<file path="config.mk">
export PLATFORM = sky130hd
export DESIGN_NAME = frpp_pack
export DESIGN_NICKNAME = d
export VERILOG_FILES = /design/src/rtl/frpp_pkg.sv /design/src/rtl/frpp_pack.sv
export SDC_FILE = /design/constraint.sdc
export NUM_CORES = 1
export LEC_CHECK = 0
export BUFFER_PORTS_ARGS = -buffer_cell sky130_fd_sc_hd__buf_2
export CAP_MARGIN = 20
export CELL_PAD_IN_SITES_DETAIL_PLACEMENT = 1
export CELL_PAD_IN_SITES_GLOBAL_PLACEMENT = 2
export CORE_ASPECT_RATIO = 0.8
export CORE_MARGIN = 2
export CORE_UTILIZATION = 16
export DETAILED_ROUTE_END_ITERATION = 10
export PLACE_DENSITY_LB_ADDON = 0.15
export SLEW_MARGIN = 5
export SYNTH_ARGS = -nofsm -noshare
export SYNTH_HDL_FRONTEND = slang
export SYNTH_SLANG_ARGS = --single-unit
</file>
<file path="constraint.sdc">
create_clock -name vclk -period 1.5
set_input_delay 0.375 -clock vclk [all_inputs]
set_output_delay 0.375 -clock vclk [all_outputs]
set_load 0.02 [all_outputs]
</file>
<file path="src/rtl/frpp_pkg.sv">
// ----------------------------------------------------------------------------
// frpp_pkg: shared types and codes for the float pixel packer
// Item structs, output format codes and configuration register indexes.
// ----------------------------------------------------------------------------
package frpp_pkg;

	// Configuration register indexes
	localparam int unsigned CFG_IDX_W = 2;
	localparam int unsigned CFG_DATA_W = 3;
	localparam logic [CFG_IDX_W-1:0] CFG_INPUT_HAS_ALPHA = 2'd0;
	localparam logic [CFG_IDX_W-1:0] CFG_OUTPUT_FORMAT = 2'd1;

	// Largest channel multiplier: 255 * 65536
	localparam int unsigned MUL_W = 24;

	typedef enum logic [2:0] {
		FMT_RGB8     = 3'd0,
		FMT_BGR565   = 3'd1,
		FMT_RGB565   = 3'd2,
		FMT_BGR888   = 3'd3,
		FMT_RGB888   = 3'd4,
		FMT_RGBA8888 = 3'd5,
		FMT_ARGB8888 = 3'd6,
		FMT_BGR8888  = 3'd7
	} fmt_t;

	// Per-item control carried down the pipeline
	typedef struct packed {
		fmt_t fmt;
		logic pa;
	} ctl_t;

	typedef struct packed {
		logic [31:0] red_float;
		logic [31:0] green_float;
		logic [31:0] blue_float;
		logic [31:0] alpha_float;
	} in_t;

	typedef struct packed {
		logic [31:0] pixel_bytes;
		logic [2:0]  byte_count;
		logic [3:0]  byte_mask;
	} out_t;

endpackage

</file>
<file path="src/rtl/frpp_pack.sv">
// ----------------------------------------------------------------------------
// frpp_pack: field selection for the packed output formats
// Takes scaled channel values and places them per format and alpha mode.
// ----------------------------------------------------------------------------
module frpp_pack (
	input  frpp_pkg::ctl_t          ctl,
	input  logic [frpp_pkg::MUL_W-1:0] cr,
	input  logic [frpp_pkg::MUL_W-1:0] cg,
	input  logic [frpp_pkg::MUL_W-1:0] cb,
	input  logic [7:0]              a8,
	output frpp_pkg::out_t          px
);
	import frpp_pkg::*;

	logic [7:0] ca;

	// Alpha byte is opaque for RGB input
	assign ca = ctl.pa ? a8 : 8'hff;

	always_comb begin
		px = '0;
		case (ctl.fmt)
			FMT_RGB8: begin
				if (ctl.pa) begin
					px.pixel_bytes[7:0] = {cr[23:22], cg[23:21], cb[23:21]};
				end else begin
					px.pixel_bytes[7:0] = {cr[1:0], 1'b0, cg[2:0], cb[1:0]};
				end
				px.byte_count = 3'd1;
				px.byte_mask  = 4'h1;
			end
			FMT_BGR565: begin
				if (ctl.pa) begin
					px.pixel_bytes[15:0] = {cb[23:19], cg[23:18], cr[23:19]};
				end else begin
					px.pixel_bytes[15:0] = {cb[4:0], cg[5:0], cr[4:0]};
				end
				px.byte_count = 3'd2;
				px.byte_mask  = 4'h3;
			end
			FMT_RGB565: begin
				if (ctl.pa) begin
					px.pixel_bytes[15:0] = {cr[23:19], cg[23:18], cb[23:19]};
				end else begin
					px.pixel_bytes[15:0] = {cr[4:0], cg[5:0], cb[4:0]};
				end
				px.byte_count = 3'd2;
				px.byte_mask  = 4'h3;
			end
			FMT_RGB888: begin
				px.pixel_bytes = {8'h00, cb[7:0], cg[7:0], cr[7:0]};
				px.byte_count  = 3'd3;
				px.byte_mask   = 4'h7;
			end
			FMT_BGR888: begin
				px.pixel_bytes = {8'h00, cr[7:0], cg[7:0], cb[7:0]};
				px.byte_count  = 3'd3;
				px.byte_mask   = 4'h7;
			end
			FMT_BGR8888: begin
				// Fourth byte is skipped, not written
				px.pixel_bytes = {8'h00, cr[7:0], cg[7:0], cb[7:0]};
				px.byte_count  = 3'd4;
				px.byte_mask   = 4'h7;
			end
			FMT_RGBA8888: begin
				px.pixel_bytes = {ca, cb[7:0], cg[7:0], cr[7:0]};
				px.byte_count  = 3'd4;
				px.byte_mask   = 4'hf;
			end
			FMT_ARGB8888: begin
				px.pixel_bytes = {cb[7:0], cg[7:0], cr[7:0], ca};
				px.byte_count  = 3'd4;
				px.byte_mask   = 4'hf;
			end
			default: begin
				px = '0;
			end
		endcase
	end

endmodule

</file>
==> flow_summary.toml <==
[final_layout]
num-fill-cells = 950
multi_input_area_um2 = 1660
area_delta_synth_final_pct = 162
final_nets = 441
seq_area_um2 = 0
design_area_um2 = 3400
seq_cell_count = 0
n_clock_buffer = 0
final_layout_size_suffix_gt1_frac = 0.761
final_common_cell = "buf_4"
most-common-layout-cells = "buf_4 (61), buf_6 (57), buf_2 (50)"

[place]
pre_cts_ws_ns = -0.525
portBuffers = 90
dp_hpwl_mm = 6.52
gp_congestion = 0.861
placed_area_um2 = 2540

[route]
first_pass_iters = 4
first_iter_violations = 62
post_drt_wl_per_cell_um = 18.1
viasPerCell = 4.74
drc = 0
postRouteAntennaNets = 0
wl_mm = 8.41
dr_total_vias = 2201

[sta]
rsz0062_at_grt = "yes"
setup_tns_ns = -10.49
period_share = 1.27
max_freq_mhz = 524
layout_setup_ws_ns = -0.407
setup_viol = 37
hold_viol = 0
drv_slew = 0
period_minus_slack_ns = 1.91

[worst_hold_path]
hold_path.class = "in2out"
hold_start = "cr[6]"
whs_path_depth = 4
hold_end = "px[29]"

[clock_network]
postCtsHoldBufs = 0

[global_route]
first_global_vias = 2407
antenna_found_initial = 0
overflow = 0
grt_pass1_wl_mm = 13.3
grt_max_degree = 12
grt_usage = 0.187

[worst_setup_path]
required_ns = 1.12
crit_slowest_cell = "o21ai_4"
path_class = "in2out"
start_kind = "primary input"
arrival_ns = 1.53
path_buf_inv = 2
path_delay_family = "compound AO/OA/AOI/OAI gates"
cp_max_fo = 7
crit_path_end_kind = "primary output"
cpPeakStageDelay_ns = 0.31
critical_path.cell_chain = "buf_12 > and2b_4 > o21ai_4 > a21oi_2 > a221o_1 > buf_6"

[flow_run]
drv_cap = 0

[floorplan]
fp.dieW_um = 105
io_pins = 123
fp.dieArea_um2 = 8860
initial_core_util = 0.164
coreArea_um2 = 7910
rows = 29
die_h_um = 84.6

[pwr]
powerDensity_nw_per_um2 = 368
peakVddDrop_mv = 0.135
leakagePower_uw = 0.00149

[synthesis]
syn_nets = 281
synth.distinct_cells = 47
syn_inst = 197
syn_area_um2 = 1300
syn_avg_cell_area_um2 = 6.59
yosys_warnings = 0
synth-seq-area-share = 0

[status]
violations = "negative setup slack"
status = "finished with violations"
[tightest hold or removal path, stage by stage]
cell and delay, ns:
buf_2 0.11, nand2_1 0.06, o21ai_2 0.06, buf_6 0.11
[final cells by class]
cell class | count | share of cell area
inverters | 7 | 0.00919
multi-input cells | 169 | 0.487
repair buffers | 179 | 0.464
diodes | 1 | 0.000735
well taps | 108 | 0.0397
[power by group]
group / internal [µW] / switching (µW) / total, µW
Sequential: 0 / 0 / 0
Combinational: 648 / 606 / 1250
Clock: 0.0000498 / 0 / 0.0000499
Total: 648 / 606 / 1250
[cell families after synthesis]
logic type             share of synthesized area
AO/OA/AOI/OAI                              0.487
multiplexers                              0.0867
other                                    0.00289
buffers and inverters                      0.136
AND/OR/NAND/NOR                            0.288
[synthesized netlist by cell type, drive strengths merged (3+ instances only)]
cell | n | area (µm²)
a21oi | 10 | 50.1
a221o | 6 | 60.1
a22o | 13 | 114
a22oi | 13 | 97.6
a2bb2oi | 3 | 26.3
a31oi | 3 | 18.8
a32oi | 3 | 26.3
buf | 19 | 143
inv | 7 | 26.3
mux2i | 9 | 90.1
nand2 | 24 | 90.1
nand2b | 15 | 93.8
nand3 | 3 | 15.0
nor2 | 16 | 67.6
nor2b | 3 | 26.3
o21a | 3 | 22.5
o21ai | 14 | 73.8
o221ai | 3 | 32.5
o22ai | 4 | 25.0
[per-layer routing]
metal / GRT usage / up-vias / part of all wire
met1: 0.277 / 1058 / 0.50
met5: 0 / - / 0
met3: 0.0140 / 2 / 0.043
met4: 0.00485 / 0 / 0.0027
met2: 0.312 / 61 / 0.45
li1: - / 1080 / -
[worst max path at each step]
| stage | to | depth (start not counted) | slack (ns) | from |
|---|---|---|---|---|
| 2_1_floorplan | px[8] | 5 | -0.19 | ctl[1] |
| 6_report | px[15] | 6 | -0.41 | ctl[1] |
| 4_1_cts | px[11] | 7 | -0.38 | ctl[2] |
| 3_3_place_gp | px[9] | 7 | -0.51 | ctl[3] |
| 5_1_grt | px[11] | 7 | -0.44 | ctl[2] |
| 3_5_place_dp | px[9] | 7 | -0.53 | ctl[3] |
[per-stage QoR]
stage	power (µW)	hold slack [ns]	utilization	cells
3_5_place_dp	933	1.13	0.322	452
4_1_cts	1190	1.10	0.404	461
3_3_place_gp	924	1.12	0.322	452
6_report	1250	1.10	0.430	464
5_1_grt	1330	1.12	0.430	463
2_1_floorplan	537	0.890	-	197
[timing repair]
| item | in CTS | in global routing |
|---|---|---|
| cloned | 2 | 1 |
| endpoints found under the setup margin | 38 | 38 |
| pin swaps | 36 | 26 |
| setup buffers | 9 | 2 |
| resized for setup | 153 | 37 |
No activity file was read; power rests on OpenSTA's default activity.
