--- config.mk ---
export PLATFORM = sky130hd
export DESIGN_NAME = frpp_chan_fix
export DESIGN_NICKNAME = d
export VERILOG_FILES = /design/src/rtl/frpp_chan_fix.sv
export SDC_FILE = /design/constraint.sdc
export NUM_CORES = 1
export LEC_CHECK = 0
export ABC_AREA = 0
export BUFFER_PORTS_ARGS = -buffer_cell sky130_fd_sc_hd__buf_2
export CAP_MARGIN = 5
export CORE_MARGIN = 8
export CORE_UTILIZATION = 45
export DETAILED_ROUTE_END_ITERATION = 12
export GPL_ROUTABILITY_DRIVEN = 0
export PLACE_DENSITY = 0.68
export SKIP_LAST_GASP = 1
export SLEW_MARGIN = 30
export SYNTH_ARGS = -nofsm -noshare
export SYNTH_HDL_FRONTEND = slang
export SYNTH_SLANG_ARGS = --single-unit
export TNS_END_PERCENT = 30
--- constraint.sdc ---
create_clock -name vclk -period 6.1
set_clock_uncertainty 0.05 [all_clocks]
set_input_delay 1.22 -clock vclk [all_inputs]
set_output_delay 1.22 -clock vclk [all_outputs]
set_load 0.005 [all_outputs]
--- src/rtl/frpp_chan_fix.sv ---
// ----------------------------------------------------------------------------
// frpp_chan_fix: IEEE single to unsigned fixed point in [0,1]
// NaN and negatives give 0, values of one or more give exactly 1.0,
// everything else is truncated to FRAC_BITS fraction bits.
// ----------------------------------------------------------------------------
module frpp_chan_fix #(
	parameter int unsigned FRAC_BITS = 24
) (
	input  logic [31:0]        bits,
	output logic [FRAC_BITS:0] fix
);
	localparam int unsigned WIDE_W = 24 + FRAC_BITS;

	logic [7:0]        exp_f;
	logic [22:0]       man_f;
	logic [23:0]       mant;
	logic [7:0]        shamt;
	logic [WIDE_W-1:0] wide;

	assign exp_f = bits[30:23];
	assign man_f = bits[22:0];

	// Denormals use exponent one without the hidden bit
	assign mant  = (exp_f == 8'd0) ? {1'b0, man_f} : {1'b1, man_f};
	assign shamt = (exp_f == 8'd0) ? 8'd149 : (8'd150 - exp_f);
	assign wide  = {mant, {FRAC_BITS{1'b0}}} >> shamt;

	always_comb begin
		if (exp_f == 8'hff && man_f != 23'd0) begin
			fix = '0;
		end else if (bits[31]) begin
			fix = '0;
		end else if (exp_f >= 8'd127) begin
			fix = {1'b1, {FRAC_BITS{1'b0}}};
		end else begin
			fix = {1'b0, wide[FRAC_BITS-1:0]};
		end
	end

endmodule

==> impl_results.md, run 1 <==
- Worst slew pin tran: 0.875 ns
- CP endpoint: fix[6]
- Worst path bufs/invs: 4
- Run status: finished clean
- Count of pins over their slew limit: 0
- Rel. slew slack: 0.412
- Clock share of power: 0
- Synth-to-layout area growth: 10.5%
- Die Area: 8570 sq um
- NumNets Final: 444
- Placed cells: 482
- RSZ-0062 raised after global routing: false
- DP HPWL: 7350 um
- Final wirelength: 10000 um
- Worst Path Arrival: 4.22 ns
- Crit start category: input pin
- Overall Power: 0.293 mW
- Antenna Cells: 0
- Register area: 0 sq um
- Via/cell ratio: 7.30
- Synthesized Nets: 410
- Static Leak: 1.05 nW
- Type of the worst min-delay path: in2out
- Setup TNS after final layout: 0 ns
- Pwr dens: 101 nW/um^2
- Maxcap violations: 0
- Crit path time final: 5.49 ns
- Die width: 92.6 um
- CTS resizes: 0
- Critical Path Source: bits[23]
- Grt met2 use: 0.353
- Synth warn: 0
- Slowest CP cell: nor4_1
- Commonest non-fill, non-tap cell in the layout: buf_2
- Critical path's top delay family: simple AND/OR/NAND/NOR gates
- Row cnt: 28
- DRC viols: 0
- DRT Pass-1 Iters: 5
- Minimum hold slack: 2.65 ns
- Share of layout cells above drive strength 1: 0.287
- Final Non-Filler Cells: 482
- Core area: 5780 sq um
- Sw frac: 0.632
- Sw Pwr: 0.185 mW
- Gr usage total: 0.227
- Die Ht: 92.6 um
- DR iter-0 viols: 654
- Most frequent cells in the layout: buf_2 (57), a211oi_1 (39), nor2_1 (30)
- Wirelength per Cell: 20.8 um
- Power share of the sequential group: 0
- CP endpoint kind: output pin
- Hold Vio Cnt, Final: 0
- Final period util: 0.899
- Initial antenna violation count: 0
- Grt total ovfl: 0
- Clock buf count: 0
- Post-synth cell types: 72
- Int Pwr: 0.108 mW
- I/O pin cnt: 57
- Max incr delay on CP: 0.70 ns
- Vias: 3517
- Logic pwr share: 1.000
- Post-route cell area: 2920 sq um
- Mapped Cells: 375
- Vias in the first global route: 3319
- Instance count on the critical path: 11
- First-pass GRT wire length: 16600 um
- Max VDD drop: 0.0663 mV
- Largest net degree at the start of global routing: 44
- Post-Synthesis Cell Area: 2640 sq um
- Met1 Usage GRT: 0.304
- Crit path kind: in2out
- Register area share after synthesis: 0
- Worst Path Max Fanout: 29
- Worst Path Required: 4.83 ns
- Post-Place Cell Area: 2920 sq um
- Postcts setup bufs: 0
- Starting Density: 0.457
- PortBufs: 57
- Peak Freq: 182 MHz
- Mapped Avg Cell Area: 7.04 sq um
- Antenna Violating Nets Remaining: 0
- M3 GR Usage: 0.0235
- Gr busiest metal: met2
- # setup viols final: 0
- Cts hold-fix bufs: 0
- Critical-path cell list: buf_2, clkinv_1, ha_1, nor4b_4, buf_4, a211oi_1, nor4_1, a221oi_1, nor4_1, o22a_1, buf_2
- Seq cells: 0
-- cells by family after synthesis --
| group | share of synthesized area |
|---|---|
| XOR/XNOR | 0.0327 |
| buffers and inverters | 0.0934 |
| AND/OR/NAND/NOR | 0.291 |
| multiplexers | 0.131 |
| AO/OA/AOI/OAI | 0.437 |
| adder cells (fa/ha/maj) | 0.0142 |
-- layer usage --
metal | up-vias | wire [um]
met5 | - | 0
met4 | 0 | 452
met3 | 46 | 928
met2 | 246 | 4590
met1 | 1625 | 4050
li1 | 1600 | -
-- synthesized netlist by cell type (4+ instances only) --
| cell | n | share of area |
|---|---|---|
| a211oi_1 | 39 | 0.11 |
| a21oi_1 | 20 | 0.038 |
| a22o_1 | 9 | 0.030 |
| a22oi_1 | 5 | 0.014 |
| a2bb2oi_1 | 4 | 0.013 |
| a31o_2 | 4 | 0.013 |
| a31oi_1 | 6 | 0.014 |
| a32o_1 | 4 | 0.015 |
| buf_2 | 14 | 0.027 |
| buf_4 | 6 | 0.017 |
| buf_6 | 5 | 0.021 |
| clkbuf_1 | 15 | 0.021 |
| inv_1 | 4 | 0.0057 |
| mux2_2 | 21 | 0.090 |
| mux2i_1 | 11 | 0.042 |
| nand2_1 | 16 | 0.023 |
| nand2b_1 | 4 | 0.0095 |
| nand3_1 | 10 | 0.019 |
| nand4_1 | 6 | 0.014 |
| nor2_1 | 30 | 0.043 |
| nor3_1 | 22 | 0.042 |
| nor4_1 | 21 | 0.050 |
| o21ai_0 | 8 | 0.015 |
| o22ai_1 | 7 | 0.017 |
| or3_1 | 5 | 0.012 |
| xnor2_1 | 4 | 0.013 |
| xor2_1 | 4 | 0.013 |
-- metrics by stage --
| stage | utilization | setup WS [ns] |
|---|---|---|
| final | 0.505 | 0.614 |
| after global routing | 0.505 | 0.491 |
| after CTS | 0.505 | 0.756 |
| after detailed placement | 0.505 | 0.759 |
| after global placement | 0.505 | 0.776 |
| after floorplan | - | 1.01 |
-- cell type report --
| cell class | count | area [sq um] |
|---|---|---|
| fillers | 591 | 2860 |
| multi-input cells | 330 | 2410 |
| repair buffers | 72 | 398 |
| well taps | 75 | 93.8 |
| inverters | 5 | 18.8 |
-- power groups by stage --
stage	logic [mW]	registers (mW)	clock network (mW)
detailed placement	0.283	0	0
CTS	0.284	0	0
global route	0.315	0	0
global placement	0.281	0	0
finish	0.293	0	0
floorplan	0.201	0	0
-- how the worst min path moves through the flow --
stage          startpoint      end  slack, ns  cells past startpoint
3_5_place_dp     bits[31]  fix[24]       2.65                      3
4_1_cts          bits[31]  fix[24]       2.65                      3
6_report         bits[31]  fix[24]       2.65                      3
2_1_floorplan    bits[31]  fix[24]       2.42                      1
5_1_grt          bits[31]  fix[24]       2.67                      3
3_3_place_gp     bits[31]  fix[24]       2.64                      3
No activity file was read; power rests on OpenSTA's default activity.
==> run 2, diff against run 1 <==
CELL_PAD_IN_SITES_DETAIL_PLACEMENT = 0   (was default)
CELL_PAD_IN_SITES_GLOBAL_PLACEMENT = 1   (was default)
PLACE_DENSITY = default   (was 0.68)
PLACE_DENSITY_LB_ADDON = 0.1   (was default)
clock period = 6.7 ns   (was 6.1 ns; I/O delays follow)
==> impl_results.md, run 2 (synthesis results as in run 1) <==
- Via/cell ratio: 7.09 (-2.8%)
- Core area: 5780 sq um (unchanged)
- Maxcap violations: 0 (unchanged)
- Largest net degree at the start of global routing: 44 (unchanged)
- # setup viols final: 0 (unchanged)
- DP HPWL: 7730 um (+5.2%)
- DRC viols: 0 (unchanged)
- Setup TNS after final layout: 0 ns (unchanged)
- Share of layout cells above drive strength 1: 0.279 (-0.00886)
- Final period util: 0.845
- Final design utilization: 0.498 (-0.00649)
- Worst Path Required: 5.31 ns (+0.48 ns)
- Row cnt: 28 (unchanged)
- CTS resizes: 0 (unchanged)
- Max layer used: met4
- Fillers: 632 (+6.9%)
- Static Leak: 1.03 nW (-2.3%)
- Vias in the first global route: 3245 (-2.2%)
- Rel. slew slack: 0.400 (-0.0128)
- Cts hold-fix bufs: 0 (unchanged)
- Initial antenna violation count: 0 (unchanged)
- Type of the worst min-delay path: in2out
- Hold Startpoint: bits[31]
- Worst Path Arrival: 4.27 ns (+0.05 ns)
- Synth-to-layout area growth: 9.05%
- First-pass GRT wire length: 17000 um (+2.4%)
- Wirelength per Cell: 21.8 um (+5.0%)
- WHS Path Cells: 3 (unchanged)
- Worst slew pin tran: 0.892 ns (+0.0173 ns)
- Antenna Violating Nets Remaining: 0 (unchanged)
- Hold EP: fix[24]
- Crit path kind: in2out
- RSZ-0062 raised after global routing: false
- Register area: 0 sq um (unchanged)
- Hold Vio Cnt, Final: 0 (unchanged)
- Commonest non-fill, non-tap cell in the layout: buf_2
- Die Area: 8570 sq um (unchanged)
- I/O pin cnt: 57 (unchanged)
- Minimum hold slack: 2.88 ns (+0.234 ns)
- CP endpoint kind: output pin
- Final Non-Filler Cells: 477 (-1.0%)
- Clock buf count: 0 (unchanged)
- Pre-CTS WS: 1.14 ns (+0.384 ns)
- Most frequent cells in the layout: buf_2 (57), a211oi_1 (39), nor2_1 (30)
- NumNets Final: 439 (-1.1%)
- Postcts setup bufs: 0 (unchanged)
- Grt total ovfl: 0 (unchanged)
- Peak Freq: 177 MHz
- Metal2 WL: 4780 um (+4.2%)
- Run status: finished clean
- Vias: 3382 (-3.8%)
- Worst Path Max Fanout: 30 (+3.4%)
- Final WS setup: 1.04 ns (+0.422 ns)
- DR iter-0 viols: 338 (-48%)
- Seq cells: 0 (unchanged)
- Post-Route M1 WL: 4480 um (+11%)
- Final wirelength: 10400 um (+3.9%)
- Gr usage total: 0.236 (+0.00933)
- PortBufs: 57 (unchanged)
- Pwr dens: 91.2 nW/um^2 (-9.3%)
- Crit path time final: 5.66 ns
- Max VDD drop: 0.0514 mV (-22%)
- Placed cells: 477 (-1.0%)
- Antenna Cells: 0 (unchanged)
- Count of pins over their slew limit: 0 (unchanged)
- Die Ht: 92.6 um (unchanged)
- Routed length on met3: 889 um (-4.2%)
- Starting Density: 0.457 (unchanged)
- DRT Pass-1 Iters: 5 (unchanged)
- Die width: 92.6 um (unchanged)
- Crit start category: input pin
[run 2: cell types whose count changed in the layout (fill, tap and decap cells not counted)]
| cell | change |
|---|---|
| buf_4 | -5 |
[run 2: how the worst max path moves through the flow]
stage,startpoint,to,slack (ns),cells after the start
2_1_floorplan,bits[23],fix[15],1.37,11
5_1_grt,bits[23],fix[19],0.82,11
4_1_cts,bits[23],fix[19],1.14,11
3_3_place_gp,bits[23],fix[18],1.18,11
3_5_place_dp,bits[23],fix[19],1.14,11
6_report,bits[23],fix[4],1.04,11
[run 2: area by class of cell]
| class | count | area, sq um | area share |
|---|---|---|---|
| timing repair buffer | 67 | 360 | 0.125 |
| inverter | 5 | 18.8 | 0.00652 |
| multi-input combinational | 330 | 2410 | 0.836 |
| tap | 75 | 93.8 | 0.0326 |
[run 2: metal layers]
| metal | track usage | vias to the layer above |
|---|---|---|
| met5 | 0 | - |
| met4 | 0.0738 | 0 |
| met3 | 0.0227 | 18 |
| met2 | 0.378 | 176 |
| met1 | 0.323 | 1597 |
| li1 | - | 1591 |
[run 2: through the flow]
step / power, mW / instance area [sq um]
after floorplan: 0.183 / 2640
after global placement: 0.256 / 2880
after detailed placement: 0.255 / 2880
after CTS: 0.256 / 2880
after global routing: 0.283 / 2880
final: 0.263 / 2880
[run 2: where the power goes]
| part | internal, mW | switching, mW |
|---|---|---|
| logic | 0.0940 | 0.169 |
| registers | 0 | 0 |
| clock network | 0 | 0 |
[run 2: worst max-delay path: stages]
cell	delay, ns
buf_2	0.09
clkinv_1	0.25
ha_1	0.41
buf_4	0.23
nand2_1	0.41
nor2_1	0.08
nor4_1	0.57
mux2i_1	0.25
a211oi_1	0.34
o22a_1	0.18
buf_2	0.11
==> run 3, diff against run 2 <==
CORE_UTILIZATION = 38   (was 45)
clock period = 5 ns   (was 6.7 ns; I/O delays follow)
==> impl_results.md, run 3 (synthesis results as in run 1) <==
- Post-route cell area: 3070 sq um (+6.6%)
- Antenna Violating Nets Remaining: 0 (unchanged)
- Minimum hold slack: 2.21 ns (-0.673 ns)
- Clock buf count: 0 (unchanged)
- Routed length on met3: 807 um (-9.2%)
- Largest net degree at the start of global routing: 42 (-4.5%)
- I/O pin cnt: 57 (unchanged)
- Worst Path Arrival: 3.53 ns (-0.74 ns)
- Metal2 WL: 5200 um (+8.7%)
- Type of the worst min-delay path: in2out
- Crit path kind: in2out
- Starting Density: 0.391 (-0.0660)
- Grt total ovfl: 0 (unchanged)
- Postcts setup bufs: 0 (unchanged)
- Vias in the first global route: 3417 (+5.3%)
- Final period util: 0.916
- DRC viols: 0 (unchanged)
- Antenna Cells: 0 (unchanged)
- Final wirelength: 11100 um (+7.1%)
- Die width: 99.4 um (+7.3%)
- Initial antenna violation count: 0 (unchanged)
- Post-Route M1 WL: 4890 um (+9.3%)
- Rel. slew slack: 0.446 (+0.0465)
- Static Leak: 1.14 nW (+11%)
- Post-Place Cell Area: 3070 sq um (+6.6%)
- Most frequent cells in the layout: buf_2 (57), a211oi_1 (39), buf_4 (32)
- Max layer used: met4
- PortBufs: 57 (unchanged)
- CTS resizes: 0 (unchanged)
- First-pass GRT wire length: 18200 um (+6.9%)
- Commonest non-fill, non-tap cell in the layout: buf_2
- Pre-CTS WS: 0.413 ns (-0.730 ns)
- Seq cells: 0 (unchanged)
- Count of pins over their slew limit: 0 (unchanged)
- Gr usage total: 0.220 (-0.0159)
- Worst Path Required: 3.95 ns (-1.36 ns)
- Row cnt: 30 (+7.1%)
- Setup TNS after final layout: 0 ns (unchanged)
- Hold Vio Cnt, Final: 0 (unchanged)
- Synth-to-layout area growth: 16.3%
- Share of layout cells above drive strength 1: 0.318 (+0.0390)
- RSZ-0062 raised after global routing: false
- Via/cell ratio: 6.92 (-2.3%)
- NumNets Final: 462 (+5.2%)
- Core area: 6760 sq um (+17%)
- Vias: 3497 (+3.4%)
- Max VDD drop: 0.0569 mV (+11%)
- Die Ht: 99.4 um (+7.3%)
- Register area: 0 sq um (unchanged)
- Worst slew pin tran: 0.831 ns (-0.0616 ns)
- Run status: finished clean
- Maxcap violations: 0 (unchanged)
- Final WS setup: 0.422 ns (-0.614 ns)
- Cts hold-fix bufs: 0 (unchanged)
- DRT Pass-1 Iters: 4 (-1)
- DR iter-0 viols: 313 (-7.4%)
- Worst Path Max Fanout: 41 (+37%)
- CP endpoint kind: output pin
- Crit start category: input pin
- Crit path time final: 4.58 ns
- Multi-input logic area: 2410 sq um (unchanged)
- # setup viols final: 0 (unchanged)
- Die Area: 9870 sq um (+15%)
- Wirelength per Cell: 22.1 um (+1.1%)
- Peak Freq: 218 MHz
- DP HPWL: 8370 um (+8.2%)
- Fillers: 718 (+14%)
- Final design utilization: 0.454 (-0.0436)
- Pwr dens: 125 nW/um^2 (+37%)
-- run 3: worst paths after layout --
path / depth (start not counted) / to / slack (ns) / startpoint
worst min-delay path: 3 / fix[24] / 2.21 / bits[31]
worst max-delay path: 9 / fix[8] / 0.42 / bits[23]
-- run 3: cell type report --
class / instances / share of cell area
repair buffers: 90 / 0.178
inverters: 5 / 0.00611
well taps: 80 / 0.0326
multi-input cells: 330 / 0.784
-- run 3: where the power goes --
| part | total, mW | switching (mW) | internal, mW | leakage [nW] |
|---|---|---|---|---|
| Combinational | 0.384 | 0.234 | 0.149 | 1.14 |
| Clock | 0 | 0 | 0 | 0 |
| Sequential | 0 | 0 | 0 | 0 |
-- run 3: worst max-delay path: stages --
cell	delay, ns
buf_2	0.12
buf_4	0.42
nand2b_1	0.57
a211oi_1	0.11
nor4_1	0.47
mux2_2	0.25
a211oi_1	0.07
a2111oi_1	0.32
buf_2	0.18
-- run 3: metal layers --
layer  vias to the layer above  GRT usage
met3                        20     0.0300
met1                      1658      0.297
met2                       181      0.357
met4                         0     0.0512
li1                       1638          -
met5                         -          0
-- run 3: per-stage QoR --
step	std cells	power [mW]
finish	505	0.384
global route	505	0.414
CTS	505	0.376
detailed placement	505	0.375
floorplan	375	0.245
global placement	505	0.376
